==> config.mk <==
export PLATFORM = sky130hd
export DESIGN_NAME = vcs_ctrl
export DESIGN_NICKNAME = d
export VERILOG_FILES = /design/src/rtl/core/vcs_pkg.sv /design/src/rtl/core/vcs_ctrl.sv
export SDC_FILE = /design/constraint.sdc
export NUM_CORES = 1
export LEC_CHECK = 0
export ABC_AREA = 1
export BUFFER_PORTS_ARGS = -buffer_cell sky130_fd_sc_hd__buf_2
export CAP_MARGIN = 20
export CORE_MARGIN = 1
export CORE_UTILIZATION = 49
export CTS_CLUSTER_SIZE = 28
export DETAILED_ROUTE_END_ITERATION = 10
export PLACE_DENSITY = 0.76
export SLEW_MARGIN = 0
export SYNTH_ARGS = -nofsm -noshare
export SYNTH_HDL_FRONTEND = slang
export SYNTH_SLANG_ARGS = --single-unit
==> constraint.sdc <==
create_clock -name clk -period 1.62 [get_ports clk]
set_clock_uncertainty 0.2 [all_clocks]
set_input_delay 0.324 -clock clk [delete_from_list [all_inputs] [get_ports clk]]
set_output_delay 0.324 -clock clk [all_outputs]
set_load 0.005 [all_outputs]
==> src/rtl/core/vcs_pkg.sv <==
// Package with the shared types, constants and tables of the cosine similarity unit.
`timescale 1ns / 1ps
`default_nettype none
package vcs_pkg;

	localparam logic REG_MODE      = 1'b0;
	localparam logic REG_EXP_SCALE = 1'b1;

	localparam logic [1:0] MODE_COS = 2'd0;
	localparam logic [1:0] MODE_ANG = 2'd1;
	localparam logic [1:0] MODE_EXP = 2'd2;

	localparam logic [15:0] EXP_SCALE_RST = 16'd256;
	localparam logic [30:0] ONE30 = 31'h4000_0000;
	localparam logic [61:0] ONE60 = 62'h1000_0000_0000_0000;
	localparam logic [62:0] SQ_BIT_INIT = 63'h4000_0000_0000_0000;
	localparam logic [4:0] CORDIC_STEPS = 5'd24;
	localparam logic [24:0] QUARTER24 = 25'h100_0000;
	localparam logic [3:0] EXP_J_END = 4'd11;
	localparam logic [17:0] SIM_ONE = 18'd65536;

	localparam logic [23:0] ATAN_TAB [24] = '{
		24'd8388608, 24'd4952084, 24'd2616545, 24'd1328199, 24'd666677, 24'd333664,
		24'd166872, 24'd83441, 24'd41721, 24'd20861, 24'd10430, 24'd5215,
		24'd2608, 24'd1304, 24'd652, 24'd326, 24'd163, 24'd81,
		24'd41, 24'd20, 24'd10, 24'd5, 24'd3, 24'd1
	};

	// exp(-1), then exp(-2^-j) for j = 1 .. 10, all Q30.
	localparam logic [30:0] EXP_TAB [11] = '{
		31'd395007542, 31'd651257337, 31'd836230973, 31'd947573834, 31'd1008687096,
		31'd1040706261, 31'd1057095000, 31'd1065385899, 31'd1069555691,
		31'd1071646719, 31'd1072693760
	};

	typedef enum logic [4:0] {
		OP_NONE, OP_ACC, OP_CHECK, OP_NORM, OP_SQ_LD_SH, OP_SQ_STEP, OP_NB_LD,
		OP_MUL_D, OP_DIV_LD_COS, OP_DIV_STEP, OP_COS, OP_M0, OP_M1_SQ,
		OP_CORDIC_LD, OP_CORDIC_STEP, OP_M1_FIN, OP_M2_SQ, OP_M2_DIV_LD, OP_M2_G,
		OP_EXP_N, OP_EXP_J, OP_EXP_G, OP_M2_FIN, OP_LOAD
	} op_t;

	typedef enum logic [4:0] {
		ST_ACC, ST_CHECK, ST_NORM_A, ST_SQA_LD, ST_SQA, ST_NB_LD, ST_NORM_B,
		ST_SQB_LD, ST_SQB, ST_MUL_D, ST_DIV_LD, ST_DIV, ST_COS, ST_M0, ST_M1_SQ,
		ST_M1_SQRT, ST_CORDIC_LD, ST_CORDIC, ST_M1_FIN, ST_M2_SQ, ST_M2_SQRT,
		ST_M2_DIV_LD, ST_M2_DIV, ST_M2_G, ST_EXP_N, ST_EXP_J, ST_EXP_G, ST_M2_FIN,
		ST_OUT
	} state_t;

	typedef struct packed {
		logic       zero_norm;
		logic       norm_done;
		logic       sq_done;
		logic       div_done;
		logic       cordic_done;
		logic       exp_big;
		logic       exp_n_done;
		logic       exp_j_done;
		logic [1:0] mode;
	} dp_status_t;

	// Q30 product rounded half up.
	function automatic logic [30:0] mulq(input logic [30:0] a, input logic [30:0] b);
		logic [61:0] p;
		p = 62'(a) * 62'(b) + (62'd1 << 29);
		return p[60:30];
	endfunction

endpackage
`default_nettype wire

==> src/rtl/core/vcs_ctrl.sv <==
// Controller state machine that sequences the similarity datapath and the handshakes.
`timescale 1ns / 1ps
`default_nettype none
module vcs_ctrl (
	input  wire logic                clk,
	input  wire logic                arst_n,
	input  wire logic                in_valid,
	input  wire logic                in_last,
	input  wire logic                out_ready,
	input  wire vcs_pkg::dp_status_t status,
	output vcs_pkg::op_t             op,
	output logic                     in_ready,
	output logic                     out_valid
);
	import vcs_pkg::*;

	state_t state_q, state_d;
	logic   out_valid_q;
	logic   load_ok;

	assign load_ok = !out_valid_q || out_ready;

	always_comb begin
		state_d = state_q;
		case (state_q)
			ST_ACC:       if (in_valid && in_last) state_d = ST_CHECK;
			ST_CHECK:     state_d = status.zero_norm ? ST_OUT : ST_NORM_A;
			ST_NORM_A:    if (status.norm_done) state_d = ST_SQA_LD;
			ST_SQA_LD:    state_d = ST_SQA;
			ST_SQA:       if (status.sq_done) state_d = ST_NB_LD;
			ST_NB_LD:     state_d = ST_NORM_B;
			ST_NORM_B:    if (status.norm_done) state_d = ST_SQB_LD;
			ST_SQB_LD:    state_d = ST_SQB;
			ST_SQB:       if (status.sq_done) state_d = ST_MUL_D;
			ST_MUL_D:     state_d = ST_DIV_LD;
			ST_DIV_LD:    state_d = ST_DIV;
			ST_DIV:       if (status.div_done) state_d = ST_COS;
			ST_COS: begin
				case (status.mode)
					MODE_ANG: state_d = ST_M1_SQ;
					MODE_EXP: state_d = ST_M2_SQ;
					default:  state_d = ST_M0;
				endcase
			end
			ST_M0:        state_d = ST_OUT;
			ST_M1_SQ:     state_d = ST_M1_SQRT;
			ST_M1_SQRT:   if (status.sq_done) state_d = ST_CORDIC_LD;
			ST_CORDIC_LD: state_d = ST_CORDIC;
			ST_CORDIC:    if (status.cordic_done) state_d = ST_M1_FIN;
			ST_M1_FIN:    state_d = ST_OUT;
			ST_M2_SQ:     state_d = ST_M2_SQRT;
			ST_M2_SQRT:   if (status.sq_done) state_d = ST_M2_DIV_LD;
			ST_M2_DIV_LD: state_d = ST_M2_DIV;
			ST_M2_DIV:    if (status.div_done) state_d = ST_M2_G;
			ST_M2_G:      state_d = status.exp_big ? ST_OUT : ST_EXP_N;
			ST_EXP_N:     if (status.exp_n_done) state_d = ST_EXP_J;
			ST_EXP_J:     if (status.exp_j_done) state_d = ST_EXP_G;
			ST_EXP_G:     state_d = ST_M2_FIN;
			ST_M2_FIN:    state_d = ST_OUT;
			ST_OUT:       if (load_ok) state_d = ST_ACC;
			default:      state_d = ST_ACC;
		endcase
	end

	always_comb begin
		op = OP_NONE;
		in_ready = 1'b0;
		case (state_q)
			ST_ACC: begin
				in_ready = 1'b1;
				if (in_valid)
					op = OP_ACC;
			end
			ST_CHECK:     op = OP_CHECK;
			ST_NORM_A:    op = OP_NORM;
			ST_SQA_LD:    op = OP_SQ_LD_SH;
			ST_SQA:       op = OP_SQ_STEP;
			ST_NB_LD:     op = OP_NB_LD;
			ST_NORM_B:    op = OP_NORM;
			ST_SQB_LD:    op = OP_SQ_LD_SH;
			ST_SQB:       op = OP_SQ_STEP;
			ST_MUL_D:     op = OP_MUL_D;
			ST_DIV_LD:    op = OP_DIV_LD_COS;
			ST_DIV:       op = OP_DIV_STEP;
			ST_COS:       op = OP_COS;
			ST_M0:        op = OP_M0;
			ST_M1_SQ:     op = OP_M1_SQ;
			ST_M1_SQRT:   op = OP_SQ_STEP;
			ST_CORDIC_LD: op = OP_CORDIC_LD;
			ST_CORDIC:    op = OP_CORDIC_STEP;
			ST_M1_FIN:    op = OP_M1_FIN;
			ST_M2_SQ:     op = OP_M2_SQ;
			ST_M2_SQRT:   op = OP_SQ_STEP;
			ST_M2_DIV_LD: op = OP_M2_DIV_LD;
			ST_M2_DIV:    op = OP_DIV_STEP;
			ST_M2_G:      op = OP_M2_G;
			ST_EXP_N:     op = OP_EXP_N;
			ST_EXP_J:     op = OP_EXP_J;
			ST_EXP_G:     op = OP_EXP_G;
			ST_M2_FIN:    op = OP_M2_FIN;
			ST_OUT:       if (load_ok) op = OP_LOAD;
			default:      op = OP_NONE;
		endcase
	end

	always_ff @(posedge clk or negedge arst_n) begin
		if (!arst_n) begin
			state_q <= ST_ACC;
			out_valid_q <= 1'b0;
		end else begin
			state_q <= state_d;
			if (op == OP_LOAD)
				out_valid_q <= 1'b1;
			else if (out_ready)
				out_valid_q <= 1'b0;
		end
	end

	assign out_valid = out_valid_q;

endmodule
`default_nettype wire

==> flow_summary.ini, run 1 <==
[run_status]
status = did not finish
lastStage = global routing
first-error = [ERROR GRT-0232] Routing congestion too high. Check the congestion heatmap in the GUI.

[sta]
endpoint_type = output port
crit_endpoint = op[0]

[yosys]
synth.most_common_cell = nand2_1
synth_seq_cells = 6
async_flop_share_pct = 100
ys_seq_area_share_pct = 14.5
yosysTopAreaCellShare_pct = 24.3
synth_area_sq_mm = 0.00103
synthCells = 193
yosysTopAreaCell = nand2_1
synth_edf_count = 0
synth_commonest_cells = 67 x nand2_1, 29 x nor2_1, 21 x nand3_1
yosysWarnings = 0
syn_nets = 211
syn_avg_cell_area_sq_um = 5.35
synthTopCellsByArea = nand2_1 24%, dfrtp_1 15%, nor2_1 11%
synth_ff_type = dfrtp_1
ys_types = 24

[die]
rows = 16
fp.dieW_um = 47.9
die_h_um = 47.9
start_util_pct = 52.1
pin_count = 22

[clock_network]
cts_buffers = 3
htree_num_levels = 1
clock-sinks = 6
ctsLongestPathBuffers = 2
cts_root_buf = clkbuf_4

[place]
globalplace.congestion = 1.05
dpl.hpwl_mm = 3.14
dp.cells = 284
place_area_sq_mm = 0.00154
numPortBuffers = 21

[global_route]
grt_overflow_total = 23
grt_max_degree = 8
grt_usage_pct = 73.6
-- metal layers --
metal / global-route usage, % / GRT overflow
met5: 5.00 / 0
met4: 77.8 / 10
met3: 52.8 / 1
met2: 93.0 / 12
met1: 74.3 / 0
-- metrics by stage --
step	setup slack (ns)	setup TNS (ns)	hold WS [ns]	util, %
after floorplan	-0.0714	-0.314	-0.172	-
after global placement	-0.287	-2.00	-0.0539	77.7
after detailed placement	-0.417	-2.74	-0.0449	77.7
after CTS	-0.522	-3.54	0.0643	87.4
-- kinds of logic after synthesis --
family | synth area share (%)
AOI/OAI and AO/OA | 4.60
adders and majority gates | 3.63
buffers and inverters | 10.2
DFF | 14.5
and+or+nand+nor | 67.1
-- timing repair --
action	4_1_cts
buffers inserted	10
pin swaps	4
hold buffers	1
setup endpoints to repair	11
endpoints found under the hold margin	6
resized for setup	12
==> run 2: changes to the inputs <==
--- a/config.mk
+++ b/config.mk
@@ -8,11 +8,10 @@
 export ABC_AREA = 1
 export BUFFER_PORTS_ARGS = -buffer_cell sky130_fd_sc_hd__buf_2
 export CAP_MARGIN = 20
-export CORE_MARGIN = 1
-export CORE_UTILIZATION = 49
-export CTS_CLUSTER_SIZE = 28
+export CORE_AREA = 2 2 63 65
 export DETAILED_ROUTE_END_ITERATION = 10
-export PLACE_DENSITY = 0.76
+export DIE_AREA = 0 0 65 67
+export PLACE_DENSITY_LB_ADDON = 0.15
 export SLEW_MARGIN = 0
 export SYNTH_ARGS = -nofsm -noshare
 export SYNTH_HDL_FRONTEND = slang
==> constraint.sdc (replaced) <==
create_clock -name clk -period 2.1 [get_ports clk]
set_clock_uncertainty 0.2 [all_clocks]
set_input_delay 0.42 -clock clk [delete_from_list [all_inputs] [get_ports clk]]
set_output_delay 0.42 -clock clk [all_outputs]
set_load 0.005 [all_outputs]
==> flow_summary.ini, run 2 <==
[yosys]
synth.most_common_cell = nand2_1
yosysTopAreaCellShare_pct = 24.3
yosysTopAreaCell = nand2_1
synth_ff_type = dfrtp_1
ys_types = 24
synth_seq_cells = 6
syn_nets = 211
yosysWarnings = 0
async_flop_share_pct = 100
synthCells = 193
synth_area_sq_mm = 0.00103
syn_avg_cell_area_sq_um = 5.35
ys_seq_area_share_pct = 14.5
synth_edf_count = 0
synth_commonest_cells = 67 x nand2_1, 29 x nor2_1, 21 x nand3_1
synthTopCellsByArea = nand2_1 24%, dfrtp_1 15%, nor2_1 11%

[final_layout]
nNetsFinal = 276
largest-register = state_q
drive_gt1_share_pct = 45.3
layout_common_cells = 54 x nand2_1, 38 x buf_4, 26 x nor2_1, 21 x buf_2, 20 x nand3_1
utilization_pct = 45.4
area_growth_pct = 58.5
n_antenna_cell = 0
final_cell_count_no_fill = 304
layout_commonest_cell = nand2_1
largest_reg_flops = 5

[sta]
fin_crit_sh_pct = 105
whs_ns = 0.202
worst_slack_ns = -0.105
setup_viol = 5
slew_headroom_pct = 78.9
maxSlewViolCount = 0
tightest_slew_ns = 0.315
max_freq_mhz = 454
rsz0062_at_grt = yes
finalHoldViolations = 0
min_period_ns = 2.20
fin_setup_tns_ns = -0.420

[worst_setup_path]
cp_max_fo = 6
start_kind = flop
cp-end-kind = output port
worstSetupPathType = reg2out
r2r.worst_path.cells = 11
cp.arrival_ns = 1.58
crit_start = state_q[0]
worstPathRequired_ns = 1.48
reg2reg_from = state_q[0]

[die]
fp.dieW_um = 65
start_util_pct = 28.7
pin_count = 22
coreArea_sq_mm = 0.00361
die_h_um = 67
die_area_sq_mm = 0.00436
rows = 22

[place]
dpl.hpwl_mm = 3.15
globalplace.congestion = 0.893
dp.cells = 290
numPortBuffers = 21

[global_route]
grt_pass1_vias = 1358
grt_usage_pct = 18.4
grt_overflow_total = 0
grt_max_degree = 8
grt_antenna_before_repair = 0
grt_pass1_wl_mm = 6.15

[power_and_ir_drop]
power.density_mw_per_mm2 = 1400
cellLeakagePower_uw = 0.000966
vdd_ir_drop_max_uv = 502

[min_path]
hold_depth = 2
hold_class = in2reg
worstHoldStart = out_ready

[job]
maxCapViolCount = 0

[clock_network]
clock-sinks = 6
cts_root_buf = clkbuf_8
insertion_delay_ns = 0.22
cts_tree = built
htree_num_levels = 1
cts_buffers = 3
clk_pin_slew_ns = 0.03
ctsLongestPathBuffers = 2

[routing]
highest_layer = met4
drt-vias-per-instance = 4.76
wl_per_cell_um = 12.7
drtAntennaViolNets = 0
wl_met1_mm = 1.71
vias = 1447
wl_met2_mm = 1.87
drtIter0Drc = 86
drcViolationCount = 0
met3_length_um = 215
drt-pass1-iter-count = 4
drt_wl_total_mm = 3.85

[run_status]
violations = negative setup slack
status = finished with violations
[run 2: cell counts after synthesis]
No cell type changed its count.
[run 2: what timing repair did]
item,in CTS,in global routing
hold buffers,1,0
pin swaps,1,8
setup buffers,5,5
endpoints found under the setup margin,5,5
gates resized for setup,17,21
endpoints found under the hold margin,6,0
[run 2: area by class of cell]
type / instances / area (sq um)
sequential: 6 / 155
inverter: 25 / 98.8
clock buffer: 3 / 41.3
timing repair buffer: 61 / 412
fill: 409 / 1970
tap: 48 / 60.1
multi-input combinational: 161 / 871
[run 2: metrics by stage]
step	total power (uW)	area [sq um]	setup WS, ns
finish	2300	1640	-0.105
global route	2520	1640	-0.188
CTS	2110	1550	-0.0740
detailed placement	1800	1410	0.0366
global placement	1820	1410	0.0377
floorplan	1160	1030	0.171
[run 2: per-layer routing]
metal	up-vias	track usage (%)
li1	746	-
met3	6	1.86
met2	59	31.8
met4	0	5.59
met1	636	24.1
met5	-	0
[run 2: final timing paths]
check                                  end  slack (ns)
worst max-delay path                 op[3]       -0.10
max in group asynchronous       state_q[0]        1.20
worst min-delay path             out_valid        0.20
worst min register to register   out_valid        0.36
worst max register to register  state_q[3]        0.32
min in group asynchronous        out_valid        0.35
[run 2: where the power goes]
part / switching [uW] / leakage (uW) / total (uW) / internal (uW)
clock network: 45.2 / 0.0000216 / 168 / 123
logic: 1040 / 0.000873 / 1860 / 816
registers: 91.6 / 0.0000720 / 269 / 177
[run 2: logic make-up after synthesis]
logic type / share of synthesized area [%]
simple gates: 67.1
buf+inv: 10.2
compound gates: 4.60
flops: 14.5
fa+ha+maj: 3.63
[run 2: worst max-delay path, cell delays in order (launching register included)]
cell and delay [ns]:
dfrtp_2 0.46, inv_4 0.10, buf_4 0.12, nor2_1 0.06, nand2_2 0.11, nand2_4 0.07
nor4_2 0.25, nand2_1 0.07, buf_2 0.13
Power figures use the tool's default switching activity.
==> run 3: changes to the inputs <==
--- a/config.mk
+++ b/config.mk
@@ -9,10 +9,11 @@
 export BUFFER_PORTS_ARGS = -buffer_cell sky130_fd_sc_hd__buf_2
 export CAP_MARGIN = 20
 export CORE_AREA = 2 2 63 65
+export CTS_CLUSTER_SIZE = 20
 export DETAILED_ROUTE_END_ITERATION = 10
 export DIE_AREA = 0 0 65 67
 export PLACE_DENSITY_LB_ADDON = 0.15
-export SLEW_MARGIN = 0
+export SLEW_MARGIN = 10
 export SYNTH_ARGS = -nofsm -noshare
 export SYNTH_HDL_FRONTEND = slang
 export SYNTH_SLANG_ARGS = --single-unit
==> constraint.sdc (replaced) <==
create_clock -name clk -period 1.93 [get_ports clk]
set_clock_uncertainty 0.2 [all_clocks]
set_input_delay 0.386 -clock clk [delete_from_list [all_inputs] [get_ports clk]]
set_output_delay 0.386 -clock clk [all_outputs]
set_load 0.005 [all_outputs]
==> flow_summary.ini, run 3 (synthesized netlist as in run 2, its figures left out) <==
[power_and_ir_drop]
seq_power_share_pct = 10.1
p_comb_share_pct = 83.6
switching_share_pct = 49.9
power.density_mw_per_mm2 = 1510
power.share.clock_pct = 6.3
vdd_ir_drop_max_uv = 552
p_int_uw = 1460
p_sw_uw = 1450
cellLeakagePower_uw = 0.00113

[place]
numPortBuffers = 21
globalplace.congestion = 0.925
dp.cells = 312
dpl.hpwl_mm = 3.28

[clock_network]
cts_buffers = 3
ctsLongestPathBuffers = 2
cts_root_buf = clkbuf_8
clock-sinks = 6
insertion_delay_ns = 0.22
clk_pin_slew_ns = 0.04
htree_num_levels = 1
cts_tree = built

[worst_setup_path]
crit_start = state_q[0]
worstSetupPathType = reg2out
worstPathRequired_ns = 1.34
reg2reg_from = state_q[2]
cp_max_fo = 6
r2r_slack_ns = 0.07
crit_top_cell = nand2_2
slowest_delay_ns = 0.46
cpLargestDelayFamily = simple AND/OR/NAND/NOR gates
reg2reg_to = state_q[1]
endpoint = op[2]
cp.arrival_ns = 1.57
r2r.worst_path.cells = 13
cp_slowest_cell = dfrtp_2
start_kind = flop
cp-end-kind = output port
critPathBufInv = 2
worst-path-stages = 9
crit_chain = inv_4 > nand2_4 > nor2_4 > nand2_2 > nand2_2 > or2_4 > nor2_1 > nand4_1 > buf_2

[final_layout]
drive_gt1_share_pct = 53.6
n_antenna_cell = 0
layout_common_cells = 52 x buf_4, 45 x nand2_1, 25 x nor2_1, 20 x buf_2
layout_commonest_cell = buf_4
largest_reg_flops = 5
largest-register = state_q
area_growth_pct = 86.7
nNetsFinal = 298
final_cell_count_no_fill = 326

[sta]
rsz0062_at_grt = yes
maxSlewViolCount = 0
tightest_slew_ns = 0.328
fin_setup_tns_ns = -1.04
finalHoldViolations = 0
worst_slack_ns = -0.228
min_period_ns = 2.16
fin_crit_sh_pct = 112
whs_ns = 0.170
slew_headroom_pct = 78.0
setup_viol = 5
max_freq_mhz = 463

[routing]
drtAntennaViolNets = 0
wl_met1_mm = 1.77
drt_wl_total_mm = 4.19
drcViolationCount = 0
highest_layer = met4
wl_met2_mm = 2.17
wl_per_cell_um = 12.9
drt-vias-per-instance = 4.66
vias = 1520
met3_length_um = 212
drt-pass1-iter-count = 5
drtIter0Drc = 96

[run_status]
violations = negative setup slack
status = finished with violations

[global_route]
grt_pass1_wl_mm = 6.78
grt_pass1_vias = 1466
grt_max_degree = 8
grt_usage_pct = 20.5
grt_overflow_total = 0
grt_antenna_before_repair = 0

[job]
maxCapViolCount = 0

[die]
die_h_um = 67
rows = 22
pin_count = 22
fp.dieW_um = 65
die_area_sq_mm = 0.00436
coreArea_sq_mm = 0.00361
start_util_pct = 28.7

[min_path]
hold_class = in2reg
hold_depth = 2
[run 3: routing by layer]
layer,global-route usage (%),up-vias
met3,3.55,6
met5,0,-
met2,37.1,49
li1,-,790
met4,4.52,0
met1,25.1,675
[run 3: what timing repair did]
item / 4_1_cts / 5_1_grt
gates resized for setup: 36 / 36
endpoints found under the setup margin: 6 / 9
buffers inserted: 7 / 4
hold buffers: 1 / 0
cloned: 0 / 0
pin swaps: 9 / 10
endpoints found under the hold margin: 6 / 0
[run 3: how the worst min path moves through the flow]
stage / start / to / slack [ns]
after global routing: out_ready / out_valid / 0.20
after global placement: arst_n / out_valid / 0.01
after CTS: out_ready / out_valid / 0.17
final: out_ready / out_valid / 0.17
after detailed placement: arst_n / out_valid / 0.01
after floorplan: arst_n / out_valid / -0.11
[run 3: final cells by class]
class,instances,area (sq um)
fillers,377,1680
multi-input cells,161,955
repair buffers,83,613
flip-flops and latches,6,156
inverters,25,104
well taps,48,60.1
clock buffers,3,41.3
[run 3: stage by stage]
step | area (sq um) | total power [uW] | worst slack, ns | utilization [%]
final | 1930 | 2920 | -0.228 | 53.5
after global routing | 1930 | 3190 | -0.309 | 53.5
after CTS | 1780 | 2630 | -0.237 | 49.4
after detailed placement | 1570 | 2180 | -0.141 | 43.5
after global placement | 1570 | 2190 | -0.0994 | 43.5
after floorplan | 1030 | 1260 | 0.0346 | -
[run 3: power by group through the flow]
stage / clock network, uW / logic, uW / registers [uW]
2_1_floorplan: 0 / 996 / 267
3_3_place_gp: 0 / 1910 / 280
3_5_place_dp: 0 / 1900 / 281
4_1_cts: 188 / 2170 / 281
5_1_grt: 201 / 2690 / 301
6_report: 185 / 2440 / 294
==> run 4: changes to the inputs <==
--- a/config.mk
+++ b/config.mk
@@ -5,7 +5,6 @@
 export SDC_FILE = /design/constraint.sdc
 export NUM_CORES = 1
 export LEC_CHECK = 0
-export ABC_AREA = 1
 export BUFFER_PORTS_ARGS = -buffer_cell sky130_fd_sc_hd__buf_2
 export CAP_MARGIN = 20
 export CORE_AREA = 2 2 63 65
==> flow_summary.ini, run 4 <==
[run_status]
status = finished with violations
violations = negative setup slack

[worst_setup_path]
worstSetupPathType = reg2out
cp.arrival_ns = 1.56
cpLargestDelayFamily = flip-flops
reg2reg_from = state_q[3]
reg2reg_to = state_q[0]
crit_chain = buf_4 > or3b_1 > o211ai_1 > o31a_1 > buf_2
cp-end-kind = output port
worstPathRequired_ns = 1.34
r2r_slack_ns = -0.16
r2r.worst_path.cells = 6
cp_max_fo = 5
cp_slowest_cell = dfrtp_2
critPathBufInv = 2
slowest_delay_ns = 0.43
start_kind = flop

[sta]
fin_crit_sh_pct = 111
setup_viol = 11
fin_setup_tns_ns = -1.54
rsz0062_at_grt = yes
whs_ns = 0.341
slew_headroom_pct = 77.3
max_freq_mhz = 466
maxSlewViolCount = 0
min_period_ns = 2.14
tightest_slew_ns = 0.339
worst_slack_ns = -0.214
finalHoldViolations = 0

[yosys]
synth_commonest_cells = 13 x nand2_1, 13 x o21ai_0, 9 x a21oi_1
syn_avg_cell_area_sq_um = 7.22
synth_ff_type = dfrtp_1
synthTopCellsByArea = dfrtp_1 16%, o21ai_0 6.8%, nand2b_1 5.2%
synthAdderAreaFrac_pct = 3.91
synth_edf_count = 0
async_flop_share_pct = 100
muxShareOfSynthArea_pct = 2.61
yosysWarnings = 0
synthCells = 133
synth_seq_cells = 6
ys_seq_area_share_pct = 15.6
synthXorXnorAreaFrac_pct = 0
synth-compound-area-share_pct = 33.9
synth_area_sq_um = 960
synthSimpleGateAreaFrac_pct = 37.0
syn_nets = 151
synth_top_family_by_area = simple AND/OR/NAND/NOR gates
yosysTopAreaCell = dfrtp_1
yosysTopAreaCellShare_pct = 15.6
ys_types = 46

[routing]
drcViolationCount = 0
drtAntennaViolNets = 0
drt-vias-per-instance = 5.38
drt_wl_total_mm = 3.89
drt-pass1-iter-count = 4
vias = 1344
drtIter0Drc = 88
wl_per_cell_um = 15.6

[job]
maxCapViolCount = 0

[clock_network]
ctsLongestPathBuffers = 2
clk_pin_slew_ns = 0.04
insertion_delay_ns = 0.22
clock-sinks = 6
htree_num_levels = 1
cts_root_buf = clkbuf_8
cts_tree = built
cts_buffers = 3

[die]
start_util_pct = 26.6
die_h_um = 67
fp.dieW_um = 65
coreArea_sq_mm = 0.00361
pin_count = 22
rows = 22
die_area_sq_mm = 0.00436

[final_layout]
nNetsFinal = 222
largest_reg_flops = 5
multiInputGateArea_sq_um = 850
area_growth_pct = 83.7
ff_latch_area_sq_um = 155
layout_commonest_cell = buf_4
n_fill_cell = 373
largest-register = state_q
drive_gt1_share_pct = 55.0
n_antenna_cell = 0
utilization_pct = 48.9
layout_common_cells = 42 x buf_4, 21 x buf_2, 12 x nand2_1, 8 x buf_6

[place]
globalplace.congestion = 0.848
dp_slack_ns = -0.197
numPortBuffers = 21
dpl.hpwl_mm = 2.67

[min_path]
hold_class = in2async

[global_route]
grt_usage_pct = 18.0
grt_pass1_wl_mm = 6.02
grt_max_degree = 16
grt_overflow_total = 0
grt_pass1_vias = 1330
grt_antenna_before_repair = 0

[power_and_ir_drop]
power.density_mw_per_mm2 = 1820
vdd_ir_drop_max_uv = 453
cellLeakagePower_uw = 0.000797
run 4: cell types whose count changed in the layout (fill, tap and decap cells not counted), sizes merged, moves of 6 or more:
cell	before	now
nand2	73	13
nor2	38	8
inv	25	3
nand3	22	2
o21ai	3	13
nand2b	0	8
a21oi	2	9
buf	82	75
nand4	9	3
run 4: how the worst max path moves through the flow:
stage | from | endpoint | slack [ns] | cells past startpoint
after floorplan | state_q[0] | state_q[0] | 0.004 | 5
after global placement | state_q[1] | state_q[0] | -0.21 | 5
after detailed placement | state_q[1] | state_q[0] | -0.20 | 5
after CTS | state_q[1] | op[0] | -0.21 | 7
after global routing | state_q[4] | op[0] | -0.27 | 7
final | state_q[4] | op[3] | -0.21 | 5
run 4: stage by stage:
| step | area [sq um] | instances | power (uW) |
|---|---|---|---|
| 3_3_place_gp | 1370 | 226 | 2290 |
| 4_1_cts | 1630 | 243 | 2920 |
| 5_1_grt | 1760 | 250 | 3430 |
| 3_5_place_dp | 1370 | 226 | 2310 |
| 2_1_floorplan | 968 | 133 | 1400 |
| 6_report | 1760 | 250 | 3210 |
run 4: final cells by class:
class | count | area share (%)
Inverter | 3 | 0.639
Timing Repair Buffer | 78 | 36.6
Sequential cell | 6 | 8.80
Multi-Input combinational cell | 112 | 48.2
Clock buffer | 3 | 2.34
Tap cell | 48 | 3.41
run 4: worst register-to-register path: stages, from the launching register on:
cell and delay, ns:
dfrtp_2 0.46, buf_4 0.16, or2_4 0.25, a2111o_1 0.39, nand4_4 0.14, nor2_2 0.06
mux2_4 0.30
run 4: timing repair:
item | 4_1_cts | 5_1_grt
setup buffers | 13 | 5
hold buffers | 1 | 0
resized for setup | 31 | 13
pin swaps | 12 | 8
endpoints found under the hold margin | 6 | 0
cloned | 0 | 2
setup endpoints to repair | 11 | 11
run 4: metal layers:
layer / wire (um) / vias to the layer above / GRT usage (%)
li1: - / 653 / -
met1: 1700 / 639 / 21.0
met2: 1970 / 41 / 33.8
met3: 110 / 11 / 1.18
met4: 107 / 0 / 7.98
met5: 0 / - / 0
run 4: cells by family after synthesis:
kind of cell               count (synthesis)
adders and majority gates                  3
muxes                                      2
buffers and inverters                     15
DFF                                        6
and+or+nand+nor                           60
AOI/OAI and AO/OA                         47
run 4: report_power, final:
group	internal [uW]	total, uW	leakage [uW]	switching [uW]
logic	1510	2720	0.000705	1210
clock network	134	187	0.0000216	53.3
registers	195	298	0.0000698	103
